File: config.mk
export PLATFORM = sky130hd
export DESIGN_NAME = sdpg_front
export DESIGN_NICKNAME = d
export VERILOG_FILES = /design/src/rtl/core/sdpg_pkg.sv /design/src/rtl/core/sdpg_front.sv
export SDC_FILE = /design/constraint.sdc
export NUM_CORES = 1
export LEC_CHECK = 0
export BUFFER_PORTS_ARGS = -buffer_cell sky130_fd_sc_hd__buf_4
export CORE_MARGIN = 1.5
export CORE_UTILIZATION = 55
export DETAILED_ROUTE_END_ITERATION = 10
export PLACE_DENSITY = 0.75
export RECOVER_POWER = 50
export SKIP_LAST_GASP = 1
export SYNTH_ARGS = -nofsm -noshare
export SYNTH_HDL_FRONTEND = slang
export SYNTH_SLANG_ARGS = --single-unit
File: constraint.sdc
create_clock -name clock -period 14.42 [get_ports clock]
set_clock_uncertainty 0.1 [all_clocks]
set_input_delay 3.605 -clock clock [delete_from_list [all_inputs] [get_ports clock]]
set_output_delay 3.605 -clock clock [all_outputs]
set_load 0.01 [all_outputs]
File: src/rtl/core/sdpg_pkg.sv
// Shared types and constants for the stereo distance pan gain core.
// Used by every module of the core; depends on nothing.
`default_nettype none

package sdpg_pkg;

   // Fixed-point scale: Q1.16 fractions, 65536 is 1.0.
   localparam logic [16:0] Q_ONE = 17'h10000;

   // Angles in 1/64 degree.
   localparam logic [14:0] DEG180_U = 15'd11520;
   localparam logic signed [15:0] DEG90 = 16'sd5760;
   localparam logic signed [15:0] DEG180 = 16'sd11520;
   localparam logic signed [15:0] DEG360 = 16'sd23040;

   // Reciprocal of 45/512 in Q20, floor(2^29/45), for the pan scaling.
   localparam logic [23:0] PAN_RECIP = 24'd11930464;
   localparam logic [5:0] PAN_DIV = 6'd45;

   // Reciprocal of 255 in Q24, floor(2^24/255), for the mixer scaling.
   localparam logic [16:0] VOL_RECIP = 17'd65793;
   localparam logic [7:0] VOL_DIV = 8'd255;
   localparam logic [16:0] VOL_SAT = 17'd32640;
   localparam logic [7:0] MIX_MAX = 8'd128;

   localparam logic [6:0] PAN_SCALE = 7'd127;
   localparam logic [7:0] PAN_SPAN = 8'd254;

   // Quotient bits produced by each divider pipeline.
   localparam int QBITS = 16;

   // Reset values of the configuration registers.
   localparam logic [19:0] ATTEN_START_RST = 20'd4096;
   localparam logic [19:0] ATTEN_END_RST = 20'd32400;
   localparam logic [7:0] MASTER_VOLUME_RST = 8'd255;

   typedef enum logic [1:0] {
      CSR_ATTEN_START   = 2'd0,
      CSR_ATTEN_END     = 2'd1,
      CSR_MASTER_VOLUME = 2'd2
   } csr_index_type;

   // How the distance gain is formed.
   typedef enum logic [1:0] {
      GAIN_FULL = 2'd0,
      GAIN_ZERO = 2'd1,
      GAIN_DIV  = 2'd2
   } gain_mode_type;

   typedef struct packed {
      logic        absolute_mode;
      logic        spatial_enabled;
      logic        attenuate;
      logic        tracking;
      logic [19:0] distance;
      logic [14:0] angle;
      logic [16:0] channel_volume;
   } req_type;

   typedef struct packed {
      logic [7:0] mix_level;
      logic [7:0] left_level;
      logic [7:0] right_level;
      logic       pan_valid;
   } rsp_type;

   // Per-request side information carried along the pipeline.
   typedef struct packed {
      logic          absolute;
      gain_mode_type gmode;
      logic          ip_full;
      logic          damp;
      logic          pan_neg;
      logic [16:0]   pan_mag;
      logic [16:0]   cv;
   } ctx_type;

   typedef struct packed {
      logic [19:0] num;
      logic [19:0] den;
      ctx_type     ctx;
   } div_in_type;

   typedef struct packed {
      logic [15:0] quo;
      ctx_type     ctx;
   } div_out_type;

endpackage

`default_nettype wire

File: src/rtl/core/sdpg_front.sv
// Front stages: range classification, angle folding and pan magnitude.
// Depends on sdpg_pkg.
`default_nettype none

module sdpg_front (
   input  wire logic                clock,
   input  wire logic                reset,
   input  wire logic [19:0]         atten_start,
   input  wire logic [19:0]         atten_end,
   input  wire logic                in_valid,
   output logic                     in_ready,
   input  wire sdpg_pkg::req_type   in_data,
   output logic                     out_valid,
   input  wire logic                out_ready,
   output sdpg_pkg::div_in_type     out_data
);

   logic [2:0] v_ff;
   logic [3:0] en;

   // Each stage moves when it is empty or the next one moves.
   assign en[3] = out_ready;
   assign en[2] = ~v_ff[2] | en[3];
   assign en[1] = ~v_ff[1] | en[2];
   assign en[0] = ~v_ff[0] | en[1];
   assign in_ready = en[0];

   always_ff @(posedge clock) begin
      if (reset) begin
         v_ff <= '0;
      end else begin
         if (en[0]) v_ff[0] <= in_valid;
         if (en[1]) v_ff[1] <= v_ff[0];
         if (en[2]) v_ff[2] <= v_ff[1];
      end
   end

   // Stage one: gain classification and angle folding.
   logic [19:0] size, diff;
   logic below, above;
   logic signed [15:0] ang, s, w, src, src_abs;
   logic front, pan_en;
   sdpg_pkg::gain_mode_type gmode;
   sdpg_pkg::ctx_type s1_ctx_in;
   logic [12:0] s1_x_in;

   always_comb begin
      below = in_data.distance < atten_start;
      above = in_data.distance > atten_end;
      size  = atten_end - atten_start;
      diff  = in_data.distance - atten_start;
      if (in_data.absolute_mode || !in_data.spatial_enabled || !in_data.attenuate || below)
         gmode = sdpg_pkg::GAIN_FULL;
      else if (above)
         gmode = sdpg_pkg::GAIN_ZERO;
      else if (size == 20'd0)
         gmode = sdpg_pkg::GAIN_FULL;
      else
         gmode = sdpg_pkg::GAIN_DIV;

      ang = $signed({1'b0, in_data.angle});
      s = (in_data.angle > sdpg_pkg::DEG180_U) ? ang - sdpg_pkg::DEG360 : ang;
      front = (s <= sdpg_pkg::DEG90) && (s >= -sdpg_pkg::DEG90);
      w = (s > 16'sd0) ? s - sdpg_pkg::DEG180 : s + sdpg_pkg::DEG180;
      src = front ? s : w;
      src_abs = (src < 16'sd0) ? -src : src;
      pan_en = !in_data.absolute_mode && in_data.spatial_enabled && in_data.tracking;

      s1_ctx_in.absolute = in_data.absolute_mode;
      s1_ctx_in.gmode    = gmode;
      s1_ctx_in.ip_full  = (diff == size);
      s1_ctx_in.damp     = pan_en && !front;
      s1_ctx_in.pan_neg  = pan_en && (front ? (s > 16'sd0) : (w < 16'sd0));
      s1_ctx_in.pan_mag  = '0;
      s1_ctx_in.cv       = in_data.channel_volume;
      s1_x_in = pan_en ? src_abs[12:0] : 13'd0;
   end

   sdpg_pkg::ctx_type s1_ctx_ff, s2_ctx_ff;
   logic [19:0] s1_num_ff, s1_den_ff, s2_num_ff, s2_den_ff;
   logic [12:0] s1_x_ff, s2_x_ff;
   logic [16:0] s2_q_ff;

   // Stage two: reciprocal multiply for the pan magnitude.
   logic [36:0] pan_prod;
   assign pan_prod = {24'd0, s1_x_ff} * {13'd0, sdpg_pkg::PAN_RECIP};

   // Stage three: one correction step makes the quotient exact.
   logic [22:0] q45;
   logic [21:0] pan_rem;
   logic [16:0] pan_mag;
   sdpg_pkg::ctx_type s3_ctx;
   always_comb begin
      q45 = {6'd0, s2_q_ff} * {17'd0, sdpg_pkg::PAN_DIV};
      pan_rem = {s2_x_ff, 9'd0} - q45[21:0];
      pan_mag = (pan_rem >= {16'd0, sdpg_pkg::PAN_DIV}) ? s2_q_ff + 17'd1 : s2_q_ff;
      s3_ctx = s2_ctx_ff;
      s3_ctx.pan_mag = pan_mag;
   end

   always_ff @(posedge clock) begin
      if (en[0]) begin
         s1_ctx_ff <= s1_ctx_in;
         s1_num_ff <= diff;
         s1_den_ff <= size;
         s1_x_ff   <= s1_x_in;
      end
      if (en[1]) begin
         s2_ctx_ff <= s1_ctx_ff;
         s2_num_ff <= s1_num_ff;
         s2_den_ff <= s1_den_ff;
         s2_x_ff   <= s1_x_ff;
         s2_q_ff   <= pan_prod[36:20];
      end
      if (en[2]) begin
         out_data.num <= s2_num_ff;
         out_data.den <= s2_den_ff;
         out_data.ctx <= s3_ctx;
      end
   end

   assign out_valid = v_ff[2];

endmodule

`default_nettype wire

Yosys cells after proc, flatten, opt, wreduce, memory -nomap -nowiden
Cells that the tools add are included.

Add/sub/neg operators: 8. $mul: 2. $lt $le $gt $ge: 9. Equal/unequal tests: 1. Multiplexer cells: 8. Bitwise logic cells: 6. Reduce and logical (&&, ||, !) cells: 14.

Operators with widths (count): 2-to-1 mux 16 bit (3); subtractor 20 bit (2); less-than comparator 16 x 1 -> 1 bit, second input constant (2); multiplier 13 x 19 -> 32 bit, second input constant (1); >= comparator 22 x 6 -> 1 bit, second input constant (1); multiplier 17 x 6 -> 22 bit, second input constant (1); subtractor 22 bit (1); equality test 20 bit (1); > comparator 20 bit (1); zero test 20 bit (1); less-than comparator 20 bit (1); adder 17 x 1 -> 17 bit, second input constant (1); 2-to-1 mux 17 bit (1); adder 16 x 15 -> 16 bit, second input constant (1); >= comparator 16 x 14 -> 1 bit, second input constant (1); > comparator 16 x 1 -> 1 bit, second input constant (1); <= comparator 16 x 14 -> 1 bit, second input constant (1); subtractor 15 x 15 -> 16 bit, second input constant (1); subtractor 16 x 15 -> 16 bit, second input constant (1); > comparator 15 x 14 -> 1 bit, second input constant (1); 2-to-1 mux 13 bit (1); negator 13 bit (1); logical AND 1 bit (5); zero test 1 bit (4); other kinds (6) (13).

Register bits: 252. Input port bits: 100. Output and inout bits: 82. Logic and storage cells: 80.

Longest topological paths before layout
Gate-level depths: netlist of run 1.

Depth after elaboration: 7. Depth in mapped cells: 21.

Worst setup path after synthesis of run 1
OpenSTA, ideal clock, no wires.

Path type: input to output. From: input port out_ready. To: output port in_ready. Arrival time: 5.512 ns. Data required time: 10.715 ns. Slack: 5.203 ns. Stages on the path: 3. Path buffers: 0. Path through: nor2b_1 and2_1 nand2_1.

Cells in the longest elaborated chain, start to end: 3.

Ends and longest elaborated chain: start: declaration (RTL line sdpg_front.sv:14) `input wire logic out_ready,`; bitwise OR 1 bit (RTL line sdpg_front.sv:23) `assign en[2] = ~v_ff[2] | en[3];`; bitwise OR 1 bit (RTL line sdpg_front.sv:24) `assign en[1] = ~v_ff[1] | en[2];`; bitwise OR 1 bit (RTL line sdpg_front.sv:25) `assign en[0] = ~v_ff[0] | en[1];`; end: declaration (RTL line sdpg_front.sv:11) `output logic in_ready,`.

No other way between the ends.

Worst setup path after layout of run 1
Same ends and word-level chain as after synthesis.

==> summary.txt, run 1 <==
HPWL after DPL: 28110 um
Status: finished, violations left
Post-layout nets: 2053
Vias: 11412
Number of gates resized after cts: 0
HP Class: reg -> reg
First-pass GRT wire length: 56300 um
Mux share of post-synthesis cell area: 0.6496%
Syn Nets: 1858
Vias in the first global route: 11213
Most frequent cell after synthesis: edfxtp_1
Fill count: 2411
Final Wtd Congestion: 0.8982
CORE AREA: 0.03067 mm2
Wire per inst: 16.81 um
Post-Synth XOR/XNOR Area: 5.876%
Clock Sinks: 252
Worst-skew pair later-pin latency: 0.54 ns
Crit-path most repeated cell: buf_4
Failing checks: max-capacitance violations, max-slew violations
Synth area leader: edfxtp_1
Max-slew violations: 73
P&R area growth vs syn: 14.61%
Min Tclk post-route: 8.905 ns
Storage cell area: 0.007537 mm2
Synth Instances: 1472
Maximum capacitance violations: 1
Drt pass-1 iters: 5
Post-synthesis simple-gate area fraction: 9.350%
Data required time of the worst path: 10.72 ns
Clock buffer count from CTS: 26
Die Y: 179.5 um
Finished Layout Cells: 2081
CP bufs+invs: 3
Row cnt: 64
Post-Syn Area: 0.01714 mm2
Unique masters post-synth: 78
Drt initial violations: 685
Synth area leaders: edfxtp_1 (44%), ha_1 (15%), fa_1 (9.7%)
Post-synth ARST share: 0%
Die area: 0.03223 mm2
Unrepaired setup endpoints after global routing: no
Yosys top cell area share: 43.62%
Post-CTS Setup Bufs: 0
R2R Setup Slk: 7.88 ns
Critical path class: in -> out
Synth Register Bits: 252
Setup-failing EPs final: 0
Critical-path cell list: clkbuf_4, nor2b_1, and2_0, nand2_4, buf_4, buf_4
Setup TNS Final: 0 ns
CTS root buf: clkbuf_16
Ys Warns: 0
Max incr delay on CP: 0.74 ns
Slew margin rel.: -151.7%
Max H-tree Level: 1
Delay-heaviest family, CP: buffers and inverters
Crit path launch type: input port
CTS tree: built
Via density: 5.484
Diode count: 0
Initial Util: 55.89%
Top cells by count, synth: edfxtp_1 (249), inv_1 (239), ha_1 (203)
Final hold vios: 0
Post-CTS Hold Fix Bufs: 0
Port buffer count: 181
WL final: 34980 um
Pin count of the biggest net entering global routing: 78
Deepest clock path buffer count: 3
Layout cell share with drive strength beyond 1: 13.12%
Post-route antenna net violation count: 0
Critical path's slowest cell: buf_4
Multi-input gate area: 0.008621 mm2
Actual slew at the worst max-slew pin: 3.776 ns
Top_reg_cell synth: edfxtp_1
Max Clk Rate: 0.1123 GHz
GRT Overall Usage: 21.49%
Worst endpoint data arrival time: 5.20 ns
Initial antenna violation count: 0
IO Count: 182
Number of placed instances with taps included: 2035
Chip width: 179.5 um
Clk slew on worst S/H paths: 0.06 ns
Adder and majority gate portion of the synthesized area: 24.51%
Post-synth EDFFs: 249
Compound-cell area share of the yosys netlist: 9.861%
Worst Setup End Kind: primary output
Largest family of logic cells by synthesized area: adder cells
Overflow after GRT: 0
Final Cycle Share: 61.75%
Mean area per synthesized cell: 11.65 um2
Drt drc: 0
CP Max Fanout: 77
Sequential share of the synthesized area: 43.97%
-- worst paths after layout --
path	cells after the start	to	startpoint
max	6	in_ready	out_ready
min	0	s2_den_ff[5]	s1_den_ff[5]
max reg2reg	18	out_data[26]	s2_q_ff[7]
min reg2reg	0	s2_den_ff[5]	s1_den_ff[5]
-- final cells by class --
cell class / count / area share, %
clock buffers: 30 / 3.388
clock inverters: 16 / 0.7133
inverters: 239 / 4.579
multi-input cells: 964 / 43.88
flip-flops and latches: 252 / 38.36
well taps: 396 / 2.522
repair buffers: 184 / 6.553
-- sequential cells by signal (all words and copies together) (netlist names) --
register,count
s2_den_ff,20
s2_num_ff,20
s2_x_ff,13
s1_ctx_ff,23
v_ff,3
out_data,80
s2_q_ff,17
s1_x_ff,13
s2_ctx_ff,23
s1_num_ff,20
s1_den_ff,20
-- cell families (layout without fill, tap and decap cells) --
family | after synthesis | in the layout
multiplexers | 11 | 11
XOR/XNOR | 115 | 115
flip-flops | 252 | 252
buffers and inverters | 256 | 469
AND/OR/NAND/NOR | 305 | 305
AO/OA/AOI/OAI | 247 | 247
adder cells (fa/ha/maj) | 286 | 286
-- cell usage in the layout (no fill, tap or decap), types with 20 or more instances in the layout --
cell type  count
edfxtp_1     249
inv_1        237
ha_1         203
buf_4        139
fa_1          83
xnor2_1       80
nor2_1        76
a21oi_1       68
nand2_1       49
xor2_1        35
a21o_1        34
o21ai_0       33
nor3_1        29
clkbuf_1      29
nand3_1       27
clkbuf_16     26
nand2b_1      20
clkbuf_4      20
-- per-stage QoR --
stage / setup slack (ns) / utilization [%] / area, um2 / hold WS (ns)
6_report: 5.515 / 64.06 / 19650 / 0.3125
5_1_grt: 5.387 / 64.06 / 19650 / 0.3213
4_1_cts: 5.544 / 64.37 / 19740 / 0.3166
3_5_place_dp: 5.547 / 61.74 / 18940 / 0.3045
3_3_place_gp: 5.604 / 61.74 / 18940 / 0.3003
2_1_floorplan: 5.203 / - / 17140 / 0.3003
-- metal layers --
metal  track usage [%]  wire (um)  vias to the layer above  share of wire, %
met2             35.03      16310                      285                47
met5                 0          0                        -                 0
li1                  -          -                     5622                 -
met1             29.97      16000                     5454                46
met3             3.100       1742                       51               5.0
met4             6.467        935                        0               2.7
Power of run 1 is not shown: default switching activity piles up to over one toggle a cycle in this logic, so the estimate is an artifact.
==> inputs of run 2 (changes only) <==
--- a/config.mk
+++ b/config.mk
@@ -5,11 +5,12 @@
 export SDC_FILE = /design/constraint.sdc
 export NUM_CORES = 1
 export LEC_CHECK = 0
+export ABC_AREA = 1
 export BUFFER_PORTS_ARGS = -buffer_cell sky130_fd_sc_hd__buf_4
 export CORE_MARGIN = 1.5
 export CORE_UTILIZATION = 55
 export DETAILED_ROUTE_END_ITERATION = 10
-export PLACE_DENSITY = 0.75
+export PLACE_DENSITY = 0.78
 export RECOVER_POWER = 50
 export SKIP_LAST_GASP = 1
 export SYNTH_ARGS = -nofsm -noshare
==> constraint.sdc (replaced) <==
create_clock -name clock -period 7.22 [get_ports clock]
set_clock_uncertainty 0.1 [all_clocks]
set_input_delay 1.805 -clock clock [delete_from_list [all_inputs] [get_ports clock]]
set_output_delay 1.805 -clock clock [all_outputs]
set_load 0.01 [all_outputs]
==> summary.txt, run 2 <==
Syn Nets: 2211 (was 1858)
Commonest non-fill, non-tap cells in the layout: inv_1 (339), nand2_1 (312), edfxtp_1 (249), ha_1 (203), buf_4 (154) (was edfxtp_1 (249), inv_1 (237), ha_1 (203), buf_4 (139), fa_1 (83))
Post-CTS Setup Bufs: 0 (unchanged)
Slew margin rel.: -195.9% (was -151.7%)
Worst R2R Path Depth: 20 (was 18)
Critical R2R Capture: s2_q_ff[12] (was out_data[26])
Final hold vios: 0 (unchanged)
Fill count: 2521 (was 2411)
Storage cell area: 0.007537 mm2 (unchanged)
Max H-tree Level: 1 (unchanged)
Worst path depth: 6 (unchanged)
Row cnt: 65 (was 64)
HPWL after DPL: 33530 um (was 28110 um)
First-pass GRT wire length: 66140 um (was 56300 um)
Final Cycle Share: 79.14%
Post-synth ARST share: 0% (unchanged)
Ys Warns: 0 (unchanged)
Maximum capacitance violations: 2 (was 1)
Multi-input gate area: 0.009030 mm2 (was 0.008621 mm2)
Number of gates resized after cts: 0 (unchanged)
Largest register FFs: 80 (unchanged)
Actual slew at the worst max-slew pin: 4.438 ns (was 3.776 ns)
Synth Register Bits: 252 (unchanged)
Die area: 0.03360 mm2 (was 0.03223 mm2)
Worst setup startpoint: out_ready (unchanged)
Commonest non-fill, non-tap cell in the layout: inv_1 (was edfxtp_1)
Setup-failing EPs final: 0 (unchanged)
Largest registers: out_data: 80 flops, s1_ctx_ff: 23 flops, s2_ctx_ff: 23 flops (unchanged)
Top cells by count, synth: inv_1 (340), nand2_1 (313), edfxtp_1 (249) (was edfxtp_1 (249), inv_1 (239), ha_1 (203))
P&R area growth vs syn: 15.59% (was 14.61%)
Max incr delay on CP: 1.05 ns (was 0.74 ns)
Critical-path cell list: clkbuf_4, inv_1, nand2_4, nor2_1, nand2_1, buf_4 (was clkbuf_4, nor2b_1, and2_0, nand2_4, buf_4, buf_4)
Drt pass-1 iters: 5 (unchanged)
CP Max Fanout: 40 (was 77)
Max-slew violations: 123 (was 73)
Post-layout nets: 2417 (was 2053)
Crit path launch type: input port (unchanged)
WL final: 41490 um (was 34980 um)
Overflow after GRT: 0 (unchanged)
Critical path class: in -> out (unchanged)
CORE AREA: 0.03180 mm2 (was 0.03067 mm2)
Pin count of the biggest net entering global routing: 82 (was 78)
Post-Syn Area: 0.01788 mm2 (was 0.01714 mm2)
Synth Instances: 1825 (was 1472)
Clock buffer count from CTS: 26 (unchanged)
Failing checks: max-capacitance violations, max-slew violations (unchanged)
Wire per inst: 16.69 um (was 16.81 um)
Vias in the first global route: 13215 (was 11213)
Deepest clock path buffer count: 3 (unchanged)
Mean area per synthesized cell: 9.798 um2 (was 11.65 um2)
Chip width: 183.3 um (was 179.5 um)
Delay-heaviest family, CP: simple AND/OR/NAND/NOR gates (was buffers and inverters)
Max Clk Rate: 0.1750 GHz
Layout cell share with drive strength beyond 1: 12.73% (was 13.12%)
Unique masters post-synth: 45 (was 78)
Worst Setup End Kind: primary output (unchanged)
Drt initial violations: 808 (was 685)
Reg-to-reg startpoint: s1_x_ff[11] (was s2_q_ff[7])
Die Y: 183.3 um (was 179.5 um)
CP bufs+invs: 3 (unchanged)
HP Class: reg -> reg (unchanged)
Fin util: 65.00% (was 64.06%)
Initial Util: 56.23% (was 55.89%)
Top_reg_cell synth: edfxtp_1 (unchanged)
Largest Register: out_data (unchanged)
Final Wtd Congestion: 0.9078 (was 0.8982)
Critical hold path startpoint: s2_ctx_ff[12] (was s1_den_ff[5])
Sequential share of the synthesized area: 42.15% (was 43.97%)
Drt drc: 0 (unchanged)
Diode count: 0 (unchanged)
Status: finished, violations left (unchanged)
Data required time of the worst path: 5.32 ns (was 10.72 ns)
Post-CTS Hold Fix Bufs: 0 (unchanged)
Clk slew on worst S/H paths: 0.06 ns (about the same)
Worst endpoint data arrival time: 3.81 ns (was 5.20 ns)
CTS root buf: clkbuf_16 (unchanged)
Most frequent cell after synthesis: inv_1 (was edfxtp_1)
GRT Overall Usage: 24.90% (was 21.49%)
Synth area leader: edfxtp_1 (unchanged)
Synth area leaders: edfxtp_1 (42%), ha_1 (14%), fa_1 (9.3%) (was edfxtp_1 (44%), ha_1 (15%), fa_1 (9.7%))
Worst-skew pair later-pin latency: 0.54 ns (about the same)
Initial antenna violation count: 0 (unchanged)
Vias: 13258 (was 11412)
Clock Sinks: 252 (unchanged)
Critical path's slowest cell: nand2_1 (was buf_4)
Post-synth EDFFs: 249 (unchanged)
R2R Setup Slk: 1.59 ns (was 7.88 ns)
Hold path endpoint: out_data[12] (was s2_den_ff[5])
Setup TNS Final: 0 ns (unchanged)
Post-route antenna net violation count: 0 (unchanged)
Min Tclk post-route: 5.714 ns
Via density: 5.335 (was 5.484)
Hold depth: 0 (unchanged)
Yosys top cell area share: 41.81% (was 43.62%)
Unrepaired setup endpoints after global routing: no (unchanged)
CTS tree: built (unchanged)
IO Count: 182 (unchanged)
Port buffer count: 181 (unchanged)
## run 2: metal layers
metal / vias to the layer above / wire length [um] / track usage, %
met5: - / 0 / 0
met4: 0 / 1019 / 6.820
met3: 54 / 2464 / 2.562
met2: 422 / 19590 / 42.40
met1: 6302 / 18410 / 34.08
li1: 6480 / - / -
## run 2: layout make-up
type                    count  share of cell area, %
inverters                 343                  6.259
clock inverters            13                 0.9988
flip-flops and latches    252                  36.46
clock buffers              34                  3.438
well taps                 435                  2.633
multi-input cells        1224                  43.69
repair buffers            184                  6.519
## run 2: stage by stage
stage | hold slack [ns] | worst slack (ns) | instances | area [um2]
after detailed placement | 0.3045 | 1.496 | 2438 | 19790
after floorplan | 0.3003 | 0.4741 | 1825 | 17880
after global routing | 0.3221 | 1.249 | 2485 | 20670
final | 0.3154 | 1.506 | 2485 | 20670
after CTS | 0.3096 | 1.657 | 2485 | 20710
after global placement | 0.3003 | 1.567 | 2438 | 19790
## run 2: worst max-delay path by stage
stage / to
after CTS: s2_q_ff[12]
after global routing: in_ready
final: in_ready
after global placement: s1_x_ff[11]
after floorplan: in_ready
after detailed placement: s1_x_ff[11]
## run 2: logic make-up after synthesis
| family | after synthesis | share of synthesized area [%] |
|---|---|---|
| adders and majority gates | 286 | 23.50 |
| AOI/OAI and AO/OA | 222 | 7.116 |
| xor gates and xnor gates | 97 | 4.751 |
| buffers and inverters | 349 | 7.396 |
| DFF | 252 | 42.15 |
| and+or+nand+nor | 619 | 15.09 |
## run 2: worst register-to-register path, stage by stage (launching register included)
cell	delay [ns]
edfxtp_1	0.49
ha_1	0.35
inv_1	0.06
fa_1	0.49
inv_1	0.05
fa_1	0.57
inv_1	0.07
fa_1	0.53
inv_1	0.05
fa_1	0.47
ha_1	0.34
a21oi_1	0.19
o21ai_0	0.11
a21oi_1	0.11
o21ai_0	0.15
a21boi_0	0.47
o21ai_0	0.23
a21oi_1	0.26
o21ai_0	0.12
nand2_1	0.08
nand2_1	0.06
Power of run 2 is left out for the same reason.
